## config.mk

```make
export PLATFORM = sky130hd
export DESIGN_NAME = pixel_hit_stream_decoder_top
export DESIGN_NICKNAME = d
export VERILOG_FILES = /design/src/rtl/phsd_pkg.sv /design/src/rtl/pixel_hit_stream_decoder_top.sv /design/src/rtl/phsd_front.sv /design/src/rtl/phsd_queue.sv /design/src/rtl/phsd_back.sv
export SDC_FILE = /design/constraint.sdc
export NUM_CORES = 1
export LEC_CHECK = 0
export ABC_AREA = 1
export BUFFER_PORTS_ARGS = -buffer_cell sky130_fd_sc_hd__buf_2
export CAP_MARGIN = 20
export CORE_MARGIN = 2
export CORE_UTILIZATION = 39
export DETAILED_ROUTE_END_ITERATION = 10
export SYNTH_ARGS = -nofsm -noshare
export SYNTH_HDL_FRONTEND = slang
export SYNTH_SLANG_ARGS = --single-unit
```

## constraint.sdc

```tcl
create_clock -name i_clk -period 6.7 [get_ports i_clk]
set_input_delay 0.335 -clock i_clk [delete_from_list [all_inputs] [get_ports i_clk]]
set_output_delay 0.335 -clock i_clk [all_outputs]
set_load 0.01 [all_outputs]
```

## src/rtl/phsd_pkg.sv

```systemverilog
// Package for the pixel hit stream decoder.
// Holds the shared codes, constants and the queue entry type; depends on nothing.
`timescale 1ns / 1ps
`default_nettype none

package phsd_pkg;

    localparam logic [7:0]  HDR_MARKER    = 8'h5a;
    localparam logic [7:0]  TRAILER_BYTE  = 8'ha5;
    localparam logic [24:0] HDR_BYTES     = 25'd12;
    localparam logic [25:0] MIN_PACKET    = 26'd16;
    localparam logic [24:0] SIZE_OVERHEAD = 25'd16;
    localparam logic [24:0] COUNT_MAX     = 25'h1ffffff;
    localparam logic [4:0]  REGION_RESET  = 5'd31;

    // Header byte positions.
    localparam logic [24:0] IDX_MARKER  = 25'd0;
    localparam logic [24:0] IDX_DEVICE  = 25'd3;
    localparam logic [24:0] IDX_LEN0    = 25'd4;
    localparam logic [24:0] IDX_LEN1    = 25'd5;
    localparam logic [24:0] IDX_LEN2    = 25'd6;
    localparam logic [24:0] IDX_TRIG_LO = 25'd8;
    localparam logic [24:0] IDX_TRIG_HI = 25'd9;

    typedef enum logic [2:0] {
        ST_OK            = 3'd0,
        ST_SHORT         = 3'd1,
        ST_BAD_HEADER    = 3'd2,
        ST_SIZE_MISMATCH = 3'd3,
        ST_BAD_TRAILER   = 3'd4,
        ST_TRUNCATED     = 3'd5
    } t_status;

    typedef enum logic [1:0] {
        PH_FIRST  = 2'd0,
        PH_SECOND = 2'd1,
        PH_THIRD  = 2'd2
    } t_word_phase;

    typedef enum logic [1:0] {
        WT_SKIP  = 2'd0,
        WT_SHORT = 2'd1,
        WT_LONG  = 2'd2
    } t_word_type;

    // One queue entry: either a group of hits from one data word or a packet status.
    typedef struct packed {
        logic        is_status;
        t_status     status;
        logic [7:0]  dev;
        logic [15:0] trig;
        logic [4:0]  region;
        logic [3:0]  encoder;
        logic [9:0]  address;
        logic [7:0]  hit_mask;   // bit 0 is the base hit, bit i the neighbour at addr+i
    } t_entry;

    localparam int ENTRY_W = $bits(t_entry);

endpackage

`default_nettype wire

```

## src/rtl/pixel_hit_stream_decoder_top.sv

```systemverilog
// Top level of the pixel hit stream decoder.
// Connects phsd_front, phsd_queue and phsd_back; uses phsd_pkg.
//
//  Channel | Dir | tdata (low bit up)                       | tuser | tlast
//  s       | in  | data_byte[7:0]                           | -     | last
//  m       | out | col_x, row_y, device_id, trigger_id,     | kind  | end_of_run
//          |     | status, one zero pad bit (48 bits)       |       |
//
// The front end takes one byte per cycle whenever the queue has a free entry, also
// while a result waits at the output. Each queue entry holds all results of one byte
// (up to eight hits of a long data word, or one packet status); the back end turns
// it into results at one per cycle unless the output stalls, so a long data word
// holds the queue head until its last hit is taken. Results leave through a
// registered output stage. Reset is synchronous and active low; it empties the
// queue and puts the packet state back to its start-of-packet values.
`timescale 1ns / 1ps
`default_nettype none

module pixel_hit_stream_decoder_top #(
    parameter int QUEUE_DEPTH = 4
) (
    input  wire          i_clk,
    input  wire          i_rst_n,
    // Input bytes.
    input  wire          i_s_tvalid,
    output logic         o_s_tready,
    input  wire  [7:0]   i_s_tdata,   // [7:0] data_byte
    input  wire          i_s_tlast,
    // Results.
    output logic         o_m_tvalid,
    input  wire          i_m_tready,
    output logic [47:0]  o_m_tdata,   // [9:0] col_x, [19:10] row_y, [27:20] device_id,
                                      // [43:28] trigger_id, [46:44] status, [47] zero
    output logic         o_m_tuser,   // [0] kind
    output logic         o_m_tlast
);
    import phsd_pkg::*;

    logic         w_fq_valid;
    logic         w_fq_ready;
    t_entry       w_fq_entry;
    logic         w_qb_valid;
    logic         w_qb_ready;
    t_entry       w_qb_entry;

    logic [9:0]   w_col_x;
    logic [9:0]   w_row_y;
    logic [7:0]   w_device_id;
    logic [15:0]  w_trigger_id;
    logic [2:0]   w_status;

    // The front end only advances its packet state on a beat that the queue can take.
    phsd_front u_front (
        .i_clk     (i_clk),
        .i_rst_n   (i_rst_n),
        .i_valid   (i_s_tvalid),
        .i_byte    (i_s_tdata),
        .i_last    (i_s_tlast),
        .i_q_ready (w_fq_ready),
        .o_q_valid (w_fq_valid),
        .o_q_entry (w_fq_entry)
    );

    assign o_s_tready = w_fq_ready;

    phsd_queue #(
        .DEPTH (QUEUE_DEPTH)
    ) u_queue (
        .i_clk   (i_clk),
        .i_rst_n (i_rst_n),
        .i_valid (w_fq_valid),
        .o_ready (w_fq_ready),
        .i_entry (w_fq_entry),
        .o_valid (w_qb_valid),
        .i_ready (w_qb_ready),
        .o_entry (w_qb_entry)
    );

    phsd_back u_back (
        .i_clk        (i_clk),
        .i_rst_n      (i_rst_n),
        .i_q_valid    (w_qb_valid),
        .i_q_entry    (w_qb_entry),
        .o_q_ready    (w_qb_ready),
        .o_valid      (o_m_tvalid),
        .i_ready      (i_m_tready),
        .o_kind       (o_m_tuser),
        .o_col_x      (w_col_x),
        .o_row_y      (w_row_y),
        .o_device_id  (w_device_id),
        .o_trigger_id (w_trigger_id),
        .o_status     (w_status),
        .o_end_of_run (o_m_tlast)
    );

    assign o_m_tdata = {1'b0, w_status, w_trigger_id, w_device_id, w_row_y, w_col_x};

endmodule

`default_nettype wire

```

## src/rtl/phsd_front.sv

```systemverilog
// Front end of the pixel hit stream decoder: header checks and payload word decoding.
// Produces one queue entry per byte that causes results; uses phsd_pkg.
`timescale 1ns / 1ps
`default_nettype none

module phsd_front (
    input  wire                 i_clk,
    input  wire                 i_rst_n,
    input  wire                 i_valid,
    input  wire [7:0]           i_byte,
    input  wire                 i_last,
    input  wire                 i_q_ready,
    output logic                o_q_valid,
    output phsd_pkg::t_entry    o_q_entry
);
    import phsd_pkg::*;

    logic [24:0]  r_byte_count, n_byte_count;
    logic [23:0]  r_payload_len, n_payload_len;
    logic [7:0]   r_dev, n_dev;
    logic [15:0]  r_trig, n_trig;
    logic [4:0]   r_region, n_region;
    t_word_phase  r_phase, n_phase;
    t_word_type   r_wtype, n_wtype;
    logic [3:0]   r_encoder, n_encoder;
    logic [9:0]   r_address, n_address;
    t_status      r_error, n_error;

    logic         w_accept;
    logic [24:0]  w_trailer_idx;
    logic [25:0]  w_total;
    logic [24:0]  w_expect;
    logic         w_in_payload;
    logic         w_at_trailer;
    logic         w_emit;
    t_entry       w_entry;

    assign w_accept = i_valid && i_q_ready;

    always_comb begin
        n_byte_count  = r_byte_count;
        n_payload_len = r_payload_len;
        n_dev         = r_dev;
        n_trig        = r_trig;
        n_region      = r_region;
        n_phase       = r_phase;
        n_wtype       = r_wtype;
        n_encoder     = r_encoder;
        n_address     = r_address;
        n_error       = r_error;
        w_emit        = 1'b0;
        w_entry       = '0;

        // Header fields.
        if (r_byte_count == IDX_MARKER && i_byte != HDR_MARKER) begin
            n_error = ST_BAD_HEADER;
        end
        if (r_byte_count == IDX_DEVICE) begin
            n_dev = i_byte;
        end
        if (r_byte_count == IDX_LEN0) begin
            n_payload_len[7:0] = r_payload_len[7:0] | i_byte;
        end
        if (r_byte_count == IDX_LEN1) begin
            n_payload_len[15:8] = r_payload_len[15:8] | i_byte;
        end
        if (r_byte_count == IDX_LEN2) begin
            n_payload_len[23:16] = r_payload_len[23:16] | i_byte;
        end
        if (r_byte_count == IDX_TRIG_LO) begin
            n_trig[7:0] = i_byte;
        end
        if (r_byte_count == IDX_TRIG_HI) begin
            n_trig[15:8] = i_byte;
        end

        w_trailer_idx = HDR_BYTES + {1'b0, n_payload_len};
        w_in_payload  = (r_byte_count >= HDR_BYTES) && (r_byte_count < w_trailer_idx);
        w_at_trailer  = (r_byte_count >= HDR_BYTES) && (r_byte_count == w_trailer_idx);

        w_entry.dev   = n_dev;
        w_entry.trig  = n_trig;

        if (w_in_payload) begin
            if (!i_last) begin
                case (r_phase)
                    PH_FIRST: begin
                        if (i_byte[7]) begin
                            if (i_byte[7:4] inside {4'he, 4'ha}) begin
                                n_wtype = WT_SKIP;
                                n_phase = PH_SECOND;
                            end else if (i_byte[7:5] == 3'b110) begin
                                n_region = i_byte[4:0];
                            end
                        end else begin
                            n_encoder = i_byte[5:2];
                            n_address = {i_byte[1:0], 8'h00};
                            n_wtype   = i_byte[6] ? WT_SHORT : WT_LONG;
                            n_phase   = PH_SECOND;
                        end
                    end
                    PH_SECOND: begin
                        if (r_wtype == WT_SKIP) begin
                            n_phase = PH_FIRST;
                        end else begin
                            n_address = {r_address[9:8], i_byte};
                            if (r_wtype == WT_SHORT) begin
                                w_emit           = 1'b1;
                                w_entry.hit_mask = 8'h01;
                                n_phase          = PH_FIRST;
                            end else begin
                                n_phase = PH_THIRD;
                            end
                        end
                    end
                    PH_THIRD: begin
                        w_emit           = 1'b1;
                        w_entry.hit_mask = {i_byte[6:0], 1'b1};
                        n_phase          = PH_FIRST;
                    end
                    default: begin
                        n_phase = PH_FIRST;
                    end
                endcase
            end
        end else if (w_at_trailer) begin
            if (r_error == ST_OK) begin
                if (i_byte != TRAILER_BYTE) begin
                    n_error = ST_BAD_TRAILER;
                end else if (r_phase != PH_FIRST) begin
                    n_error = ST_TRUNCATED;
                end
            end
            n_phase = PH_FIRST;
        end

        w_entry.region  = n_region;
        w_entry.encoder = n_encoder;
        w_entry.address = n_address;

        if (r_byte_count != COUNT_MAX) begin
            n_byte_count = r_byte_count + 25'd1;
        end

        // Packet end: one status, then every register returns to its reset value.
        w_total  = {1'b0, r_byte_count} + 26'd1;
        w_expect = ({1'b0, n_payload_len} + SIZE_OVERHEAD) & ~25'd3;
        if (i_last) begin
            w_emit            = 1'b1;
            w_entry.is_status = 1'b1;
            w_entry.hit_mask  = '0;
            w_entry.region    = '0;
            w_entry.encoder   = '0;
            w_entry.address   = '0;
            if (w_total < MIN_PACKET) begin
                w_entry.status = ST_SHORT;
            end else if (n_error == ST_BAD_HEADER) begin
                w_entry.status = ST_BAD_HEADER;
            end else if (w_total != {1'b0, w_expect}) begin
                w_entry.status = ST_SIZE_MISMATCH;
            end else begin
                w_entry.status = n_error;
            end
            n_byte_count  = '0;
            n_payload_len = '0;
            n_dev         = '0;
            n_trig        = '0;
            n_region      = REGION_RESET;
            n_phase       = PH_FIRST;
            n_wtype       = WT_SKIP;
            n_encoder     = '0;
            n_address     = '0;
            n_error       = ST_OK;
        end
    end

    always_ff @(posedge i_clk) begin
        if (!i_rst_n) begin
            r_byte_count  <= '0;
            r_payload_len <= '0;
            r_dev         <= '0;
            r_trig        <= '0;
            r_region      <= REGION_RESET;
            r_phase       <= PH_FIRST;
            r_wtype       <= WT_SKIP;
            r_encoder     <= '0;
            r_address     <= '0;
            r_error       <= ST_OK;
        end else if (w_accept) begin
            r_byte_count  <= n_byte_count;
            r_payload_len <= n_payload_len;
            r_dev         <= n_dev;
            r_trig        <= n_trig;
            r_region      <= n_region;
            r_phase       <= n_phase;
            r_wtype       <= n_wtype;
            r_encoder     <= n_encoder;
            r_address     <= n_address;
            r_error       <= n_error;
        end
    end

    assign o_q_valid = i_valid && w_emit;
    assign o_q_entry = w_entry;

endmodule

`default_nettype wire

```

## src/rtl/phsd_queue.sv

```systemverilog
// Short register queue between the decoder front end and the hit expander.
// Holds phsd_pkg::t_entry items; uses phsd_pkg.
`timescale 1ns / 1ps
`default_nettype none

module phsd_queue #(
    parameter int DEPTH = 4
) (
    input  wire                 i_clk,
    input  wire                 i_rst_n,
    input  wire                 i_valid,
    output logic                o_ready,
    input  phsd_pkg::t_entry    i_entry,
    output logic                o_valid,
    input  wire                 i_ready,
    output phsd_pkg::t_entry    o_entry
);
    import phsd_pkg::*;

    localparam int PTR_W = $clog2(DEPTH);
    localparam int CNT_W = $clog2(DEPTH + 1);

    t_entry             r_mem [DEPTH];
    logic [PTR_W-1:0]   r_wr_ptr, n_wr_ptr;
    logic [PTR_W-1:0]   r_rd_ptr, n_rd_ptr;
    logic [CNT_W-1:0]   r_count,  n_count;
    logic               w_push, w_pop;

    assign o_ready = (r_count != CNT_W'(DEPTH));
    assign o_valid = (r_count != '0);
    assign o_entry = r_mem[r_rd_ptr];
    assign w_push  = i_valid && o_ready;
    assign w_pop   = o_valid && i_ready;

    always_comb begin
        n_wr_ptr = r_wr_ptr;
        n_rd_ptr = r_rd_ptr;
        n_count  = r_count;
        if (w_push) begin
            n_wr_ptr = (r_wr_ptr == PTR_W'(DEPTH - 1)) ? '0 : r_wr_ptr + PTR_W'(1);
        end
        if (w_pop) begin
            n_rd_ptr = (r_rd_ptr == PTR_W'(DEPTH - 1)) ? '0 : r_rd_ptr + PTR_W'(1);
        end
        if (w_push && !w_pop) begin
            n_count = r_count + CNT_W'(1);
        end else if (w_pop && !w_push) begin
            n_count = r_count - CNT_W'(1);
        end
    end

    always_ff @(posedge i_clk) begin
        if (!i_rst_n) begin
            r_wr_ptr <= '0;
            r_rd_ptr <= '0;
            r_count  <= '0;
        end else begin
            r_wr_ptr <= n_wr_ptr;
            r_rd_ptr <= n_rd_ptr;
            r_count  <= n_count;
        end
    end

    always_ff @(posedge i_clk) begin
        if (w_push) begin
            r_mem[r_wr_ptr] <= i_entry;
        end
    end

endmodule

`default_nettype wire

```

## src/rtl/phsd_back.sv

```systemverilog
// Back end of the pixel hit stream decoder: expands queue entries into results,
// one per cycle unless stalled, into a registered output stage; uses phsd_pkg.
`timescale 1ns / 1ps
`default_nettype none

module phsd_back (
    input  wire                 i_clk,
    input  wire                 i_rst_n,
    input  wire                 i_q_valid,
    input  phsd_pkg::t_entry    i_q_entry,
    output logic                o_q_ready,
    output logic                o_valid,
    input  wire                 i_ready,
    output logic                o_kind,
    output logic [9:0]          o_col_x,
    output logic [9:0]          o_row_y,
    output logic [7:0]          o_device_id,
    output logic [15:0]         o_trigger_id,
    output logic [2:0]          o_status,
    output logic                o_end_of_run
);
    import phsd_pkg::*;

    logic [7:0]   r_done, n_done;
    logic         r_valid;
    logic         r_kind;
    logic [9:0]   r_col, r_row;
    logic [7:0]   r_dev;
    logic [15:0]  r_trig;
    logic [2:0]   r_status;
    logic         r_last;

    logic         w_out_free;
    logic         w_take;
    logic [7:0]   w_rem;
    logic [2:0]   w_sel;
    logic [7:0]   w_sel_hot;
    logic         w_group_end;
    logic [10:0]  w_addr;

    assign w_out_free = !r_valid || i_ready;
    assign w_take     = w_out_free && i_q_valid;
    assign w_rem      = i_q_entry.hit_mask & ~r_done;

    // Lowest hit still pending in the head entry.
    always_comb begin
        w_sel = '0;
        for (int k = 7; k >= 0; k--) begin
            if (w_rem[k]) begin
                w_sel = 3'(k);
            end
        end
    end

    assign w_sel_hot   = 8'h01 << w_sel;
    assign w_group_end = i_q_entry.is_status || ((w_rem & ~w_sel_hot) == '0);
    assign w_addr      = {1'b0, i_q_entry.address} + {8'h00, w_sel};
    assign o_q_ready   = w_out_free && w_group_end;

    always_comb begin
        n_done = r_done;
        if (w_take) begin
            n_done = w_group_end ? '0 : (r_done | w_sel_hot);
        end
    end

    always_ff @(posedge i_clk) begin
        if (!i_rst_n) begin
            r_done  <= '0;
            r_valid <= 1'b0;
        end else begin
            r_done <= n_done;
            if (w_out_free) begin
                r_valid <= i_q_valid;
            end
        end
    end

    always_ff @(posedge i_clk) begin
        if (w_take) begin
            r_kind  <= i_q_entry.is_status;
            r_dev   <= i_q_entry.dev;
            r_trig  <= i_q_entry.trig;
            r_last  <= w_group_end;
            if (i_q_entry.is_status) begin
                r_col    <= '0;
                r_row    <= '0;
                r_status <= i_q_entry.status;
            end else begin
                r_col    <= {i_q_entry.region, i_q_entry.encoder, w_addr[0] ^ w_addr[1]};
                r_row    <= w_addr[10:1];
                r_status <= ST_OK;
            end
        end
    end

    assign o_valid      = r_valid;
    assign o_kind       = r_kind;
    assign o_col_x      = r_col;
    assign o_row_y      = r_row;
    assign o_device_id  = r_dev;
    assign o_trigger_id = r_trig;
    assign o_status     = r_status;
    assign o_end_of_run = r_last;

endmodule

`default_nettype wire

```

# Word-level counts from Yosys, hierarchy flattened
# Memories as Yosys holds them, arrays and structs flattened. A register that Yosys moved wholly into a read port is not among the register bits.
# Cells that the tools add are included.
# op_classes
n_addsub	9
order_cmp	3
eq_ne	23
n_shift	1
n_mux	78
bitwise	9
reduce_logical	32
# op_table
operator	n
$mux 8	11
$eq 25x3->1 const B	3
$mux 3	20
$eq 25x4->1 const B	2
$mux 25	2
$mux 2	17
$or 8x8->8	4
$mux 10	3
$mux 5	6
$mux 27	1
$add 25x1->26 const B	1
$lt 26x5->1 const B	1
$ne 26x25->1	1
$add 24x5->25 const B	1
$add 25x1->25 const B	1
$add 4x24->25 const A	1
$eq 25x2->1 const B	1
$eq 25x25->1	1
$ge 25x4->1 const B	1
$logic_not 25->1	1
$lt 25x25->1	1
$ne 25x25->1 const B	1
$mux 24	1
$mux 4	5
35 further kinds	68
# totals
register_bits	164
ramBits	220
inputBits	13
n_memories	1
# memory_table
memory	depth	word_bits	read_ports	rd_clocked_by_memory_dff	wr	line	text
u_queue.r_mem	4	55	1	1	1	phsd_queue.sv:23	t_entry r_mem [DEPTH];

# Longest topological paths before layout
# logic_depth
depth_word	20
ltp_mapped	34
mapped_depth_nobuf	32

# By module
# A second synthesis with hierarchy kept.
# hier_totals
hier_cells	2134
hier_area_um2	19178.4
# modules_own_cells
mod	n_inst	cells_each	area_per_inst_um2	seq_area_each_um2
phsd_queue	1	602	8644.5	6786.5
phsd_front	1	1298	7910.1	1981.9
phsd_back	1	232	2612.5	1651.6
pixel_hit_stream_decoder_top	1	2	11.3	0.0

# Worst setup path before layout
# No wires, ideal clock.
# synth_timing
path_type	flip-flop to flip-flop
startpoint	register u_front.r_byte_count[0]
endpoint	memory u_queue.r_mem[0][0] in the netlist's numbering (enable)
setup_time_ns	0.468
t_arrival_ns	5.742
required_ns	6.232
setup_slack_ns	0.490
stages_incl_launch_ff	25
n_path_buf	0
cell_sequence	dfxtp_1 -> inv_1 -> ha_1 -> nand3_1 -> nor2_4 -> nand4_1 -> nand2_2 -> ha_1 -> nand3_2 -> inv_2 -> nand3_2 -> nor2_1 -> nand2_1 -> xor2_1 -> ha_1 -> a21oi_1 -> o31ai_1 -> a21oi_1 -> o21a_1 -> nand3_2 -> inv_1 -> nand3_1 -> nand2_1 -> nand2_1 -> nor2_1
# synth_via
elab_chain_len	11
elab_cells_between_ends	16
# synth_lines
element	line	text
start, declared	phsd_front.sv:18	logic [24:0] r_byte_count, n_byte_count;
start signal, assigned	phsd_front.sv:190	r_byte_count <= n_byte_count;
$eq 25x3->1, on equally long branches	phsd_front.sv:61, phsd_front.sv:64, phsd_front.sv:67	
$mux 8, on equally long branches	phsd_front.sv:61, phsd_front.sv:64, phsd_front.sv:67	
$add 4x24->25	phsd_front.sv:77	w_trailer_idx = HDR_BYTES + {1'b0, n_payload_len};
$lt 25x25->1	phsd_front.sv:78	w_in_payload = (r_byte_count >= HDR_BYTES) && (r_byte_count < w_trailer_idx);
$logic_and 1x1->1 (*)	phsd_front.sv:78	
$mux 1 (*)	phsd_front.sv:84	if (w_in_payload) begin
$mux 1 (*)	phsd_front.sv:148	if (i_last) begin
$logic_and 1x1->1 (*)	phsd_front.sv:203	assign o_q_valid = i_valid && w_emit;
$logic_and 1x1->1 (*)	phsd_queue.sv:32	assign w_push = i_valid && o_ready;
$mux 1 (*)	phsd_queue.sv:65	if (w_push) begin
$mux 1 (not written as such) (*)	phsd_queue.sv:66	r_mem[r_wr_ptr] <= i_entry;
end, declared	phsd_queue.sv:23	
# Mark *: on every way between the ends. The rest lies on a longest branch, timed or not.

# Worst setup path in the final report
# layout_timing
startpoint	register u_front.r_byte_count[5]
endpoint	register u_queue.r_count[2]
# layout_via
elab_chain_len	12
elab_cells_between_ends	19
# layout_lines
element	line	text
$eq 25x3->1, on equally long branches	phsd_front.sv:61, phsd_front.sv:64, phsd_front.sv:67	
$mux 8, on equally long branches	phsd_front.sv:61, phsd_front.sv:64, phsd_front.sv:67	
$add 4x24->25	phsd_front.sv:77	
$lt 25x25->1	phsd_front.sv:78	
$logic_and 1x1->1 (*)	phsd_front.sv:78	
$mux 1 (*)	phsd_front.sv:84	
$mux 1 (*)	phsd_front.sv:148	
$logic_and 1x1->1 (*)	phsd_front.sv:203	
$logic_and 1x1->1 (*)	phsd_queue.sv:32	
net u_queue.w_push	phsd_queue.sv:27	logic w_push, w_pop;
$logic_not 1->1	phsd_queue.sv:47	end else if (w_pop && !w_push) begin
$logic_and 1x1->1	phsd_queue.sv:47	
$reduce_bool 2->1 (no source line)	-	
end signal, assigned	phsd_queue.sv:60	r_count <= n_count;
end, declared	phsd_queue.sv:26	logic [CNT_W-1:0] r_count, n_count;
# Mark *: on every way through the listed nets, which the timed path passes. The rest lies on a longest branch.
# A chain may end at the register's enable or synchronous reset.

==> reports/metrics.yaml <==
status: "complete, no violations"
required_ps: 7160
die-area_mm2: 0.0497
drc: 0
drv_slew: 0
insertion_delay_ps: 580
yosys.area.top_type: "edfxtp_1"
grt_setup_unrepaired: "no"
power_density_mw_per_mm2: 355
grt_overflow: 0
synth_top_cells_by_area: "edfxtp_1 (43%), dfxtp_1 (13%), nand2_1 (9.0%)"
worstPathArrival_ps: 6100
first_pass_iters: 5
whs_ps: 149
cp_slowest_cell: "nor2_4"
hold_class: "input port to register"
r2r_slack_ps: 1060
antenna_found_initial: 0
yosys_warnings: 0
hold_violations: 0
max_freq_mhz: 177
path_class: "register to register"
htreeDepth: 2
grt_use_total_pct: 19.4
ys_ff_latch: 386
areaGrowthSynthToFinish_pct: 13.0
cts.sinks: 386
start_util_pct: 39.3
maxCapViolCount: 0
port_buffers: 63
synth_nets: 2107
cts_tree: "done"
netlist_instances: 2047
grt_max_degree: 77
critPathMaxFanout: 16
postCtsSetupBuffers: 0
crit_family: "simple AND/OR/NAND/NOR gates"
synth-seq-area-share_pct: 55.8
tns_ps: 0
syn_area_per_cell_um2: 9.13
core_region_area_mm2: 0.0475
tritoncts.num_buffers: 43
root_buffer: "clkbuf_16"
synthArstFlopShare_pct: 0
yosysTopAreaCellShare_pct: 43.2
max-vdd-ir-drop_v: 0.000236
worst_pin_slew_ps: 986
io_pins: 65
diodes: 0
slew-limit-headroom_pct: 34.2
fin_nets: 2151
core.rowCount: 80
finalClockSkew_ps: 19.5
grt_first_pass_wirelength_mm: 75.8
clockBufferDepth: 3
hpwl_mm: 32.0
ctsResizeCount: 0
synth_cell_types: 54
start_kind: "register"
synth_edf_count: 269
period_share_pct: 84.2
post_drt_wl_per_cell_um: 17.6
leakage_nw: 7.93
via_per_inst: 5.26
place_area_mm2: 0.0197
fillers: 4490
final_antenna_net_count: 0
drt-total-wl_mm: 48.3
hold_buffers: 0
die_height_um: 223
gp_congestion: 0.918
path_buf_inv: 4
endpoint_kind: "register"
fin_crit_ps: 5640
finalInstanceArea_mm2: 0.0211
final-setup-viol-count: 0
fp.dieW_um: 223
syn_area_mm2: 0.0187
grt_pass1_vias: 13600
synth_top_flop_cell: "edfxtp_1"
drt_iter0_drc: 1068
vias: 14400
clkSlewWorstSetupHoldPaths_ps: 60
drive_above_1_share_pct: 11.2
max_stage_delay_ps: 390
registers in the layout, indices dropped and copies added (netlist names), 2 cells and up, named ones only:
register / cells
u_back.o_row_y: 10
u_back.o_trigger_id: 16
u_front.r_wtype: 2
u_front.r_dev: 8
u_queue.r_mem: 220
u_front.r_trig: 16
u_back.o_col_x: 10
u_front.r_address: 10
u_back.o_status: 3
u_front.r_phase: 2
u_front.r_byte_count: 25
u_queue.r_wr_ptr: 2
u_front.r_payload_len: 24
u_front.r_region: 5
u_back.r_done: 8
u_queue.r_rd_ptr: 2
u_back.o_device_id: 8
u_queue.r_count: 3
u_front.r_encoder: 4
u_front.r_error: 3
cells by family after synthesis:
logic type	after synthesis	synth area share (%)
other cells	1	0.0201
flops	386	55.8
compound gates	399	11.9
simple gates	894	21.3
fa+ha+maj	47	3.23
xor+xnor	41	1.92
buf+inv	279	5.86
path summary, 6_finish.rpt:
kind	from	endpoint	depth (start not counted)
worst max-delay path	u_front.r_byte_count[5]	u_queue.r_count[2]	29
worst min-delay path	i_rst_n	register	3
worst max register to register	u_front.r_byte_count[5]	u_queue.r_count[2]	29
worst min register to register	u_back.r_done[0]	u_back.r_done[0]	2
routing by layer:
layer	vias up	share of wire, %	GRT usage, %
met4	0	2.7	6.69
met1	6837	45	26.3
met2	412	47	31.8
met5	-	0	0
met3	88	5.8	2.91
li1	7065	-	-
where the power goes:
group | internal [mW] | switching (mW) | total, mW
Clock | 1.44 | 1.00 | 2.44
Combinational | 0.606 | 1.38 | 1.99
Sequential | 2.94 | 0.136 | 3.08
Total | 4.98 | 2.52 | 7.50
cell usage after synthesis, types with 3 or more instances:
| library cell | n |
|---|---|
| xnor2_1 | 8 |
| clkinv_1 | 3 |
| a21o_1 | 3 |
| nor2_2 | 15 |
| a211oi_1 | 33 |
| nor2_1 | 232 |
| nand3_2 | 7 |
| nand2_2 | 24 |
| nor3_1 | 19 |
| a32oi_1 | 4 |
| clkbuf_1 | 59 |
| o21ai_0 | 161 |
| o22ai_1 | 53 |
| nor3_2 | 4 |
| nand2_1 | 449 |
| buf_2 | 7 |
| buf_6 | 4 |
| a21oi_1 | 121 |
| inv_2 | 7 |
| edfxtp_1 | 269 |
| nor2_4 | 13 |
| nand3_1 | 69 |
| o21ai_1 | 3 |
| ha_1 | 45 |
| inv_1 | 189 |
| nor4_1 | 8 |
| xor2_1 | 33 |
| dfxtp_1 | 117 |
| a221oi_1 | 3 |
| nand3b_1 | 3 |
| nand2_4 | 7 |
| nand4_2 | 3 |
| or2_2 | 3 |
| buf_1 | 7 |
| nand4_1 | 32 |
| a31oi_1 | 6 |
worst register-to-register path: cells and delay by family, from the launching register on:
kind	cells	cell delay, ps
buffers and inverters	4	470
DFF	1	380
xor gates and xnor gates	1	210
adders and majority gates	4	1090
and+or+nand+nor	12	2390
AOI/OAI and AO/OA	8	990
metrics by stage:
step	std cells	power [mW]	util [%]	setup WS (ps)
floorplan	2047	4.45	-	490
global placement	2660	5.09	41.3	1200
detailed placement	2661	5.15	41.3	1170
CTS	2739	7.61	44.4	1120
global route	2739	7.95	44.4	436
finish	2739	7.50	44.4	1060
cell type report:
| cell class | count | area (um^2) | area share (%) |
|---|---|---|---|
| Sequential cell | 386 | 10400 | 49.4 |
| Tap cell | 615 | 769 | 3.64 |
| Clock inverter | 22 | 313 | 1.48 |
| Clock buffer | 56 | 1150 | 5.47 |
| Multi-Input combinational cell | 1382 | 7220 | 34.2 |
| Timing Repair Buffer | 79 | 493 | 2.33 |
| Inverter | 199 | 747 | 3.54 |
cell usage in the layout, fill, tap and decap left out, types with 45 or more instances in the layout:
master | netlist | routed
a21oi_1 | 121 | 120
ha_1 | 45 | 45
inv_1 | 189 | 188
nand3_1 | 69 | 69
edfxtp_1 | 269 | 269
nor2_1 | 232 | 227
o21ai_0 | 161 | 161
nand2_1 | 449 | 448
dfxtp_1 | 117 | 116
buf_2 | 7 | 63
o22ai_1 | 53 | 53
Note: power is estimated with default switching activity, not from simulation.
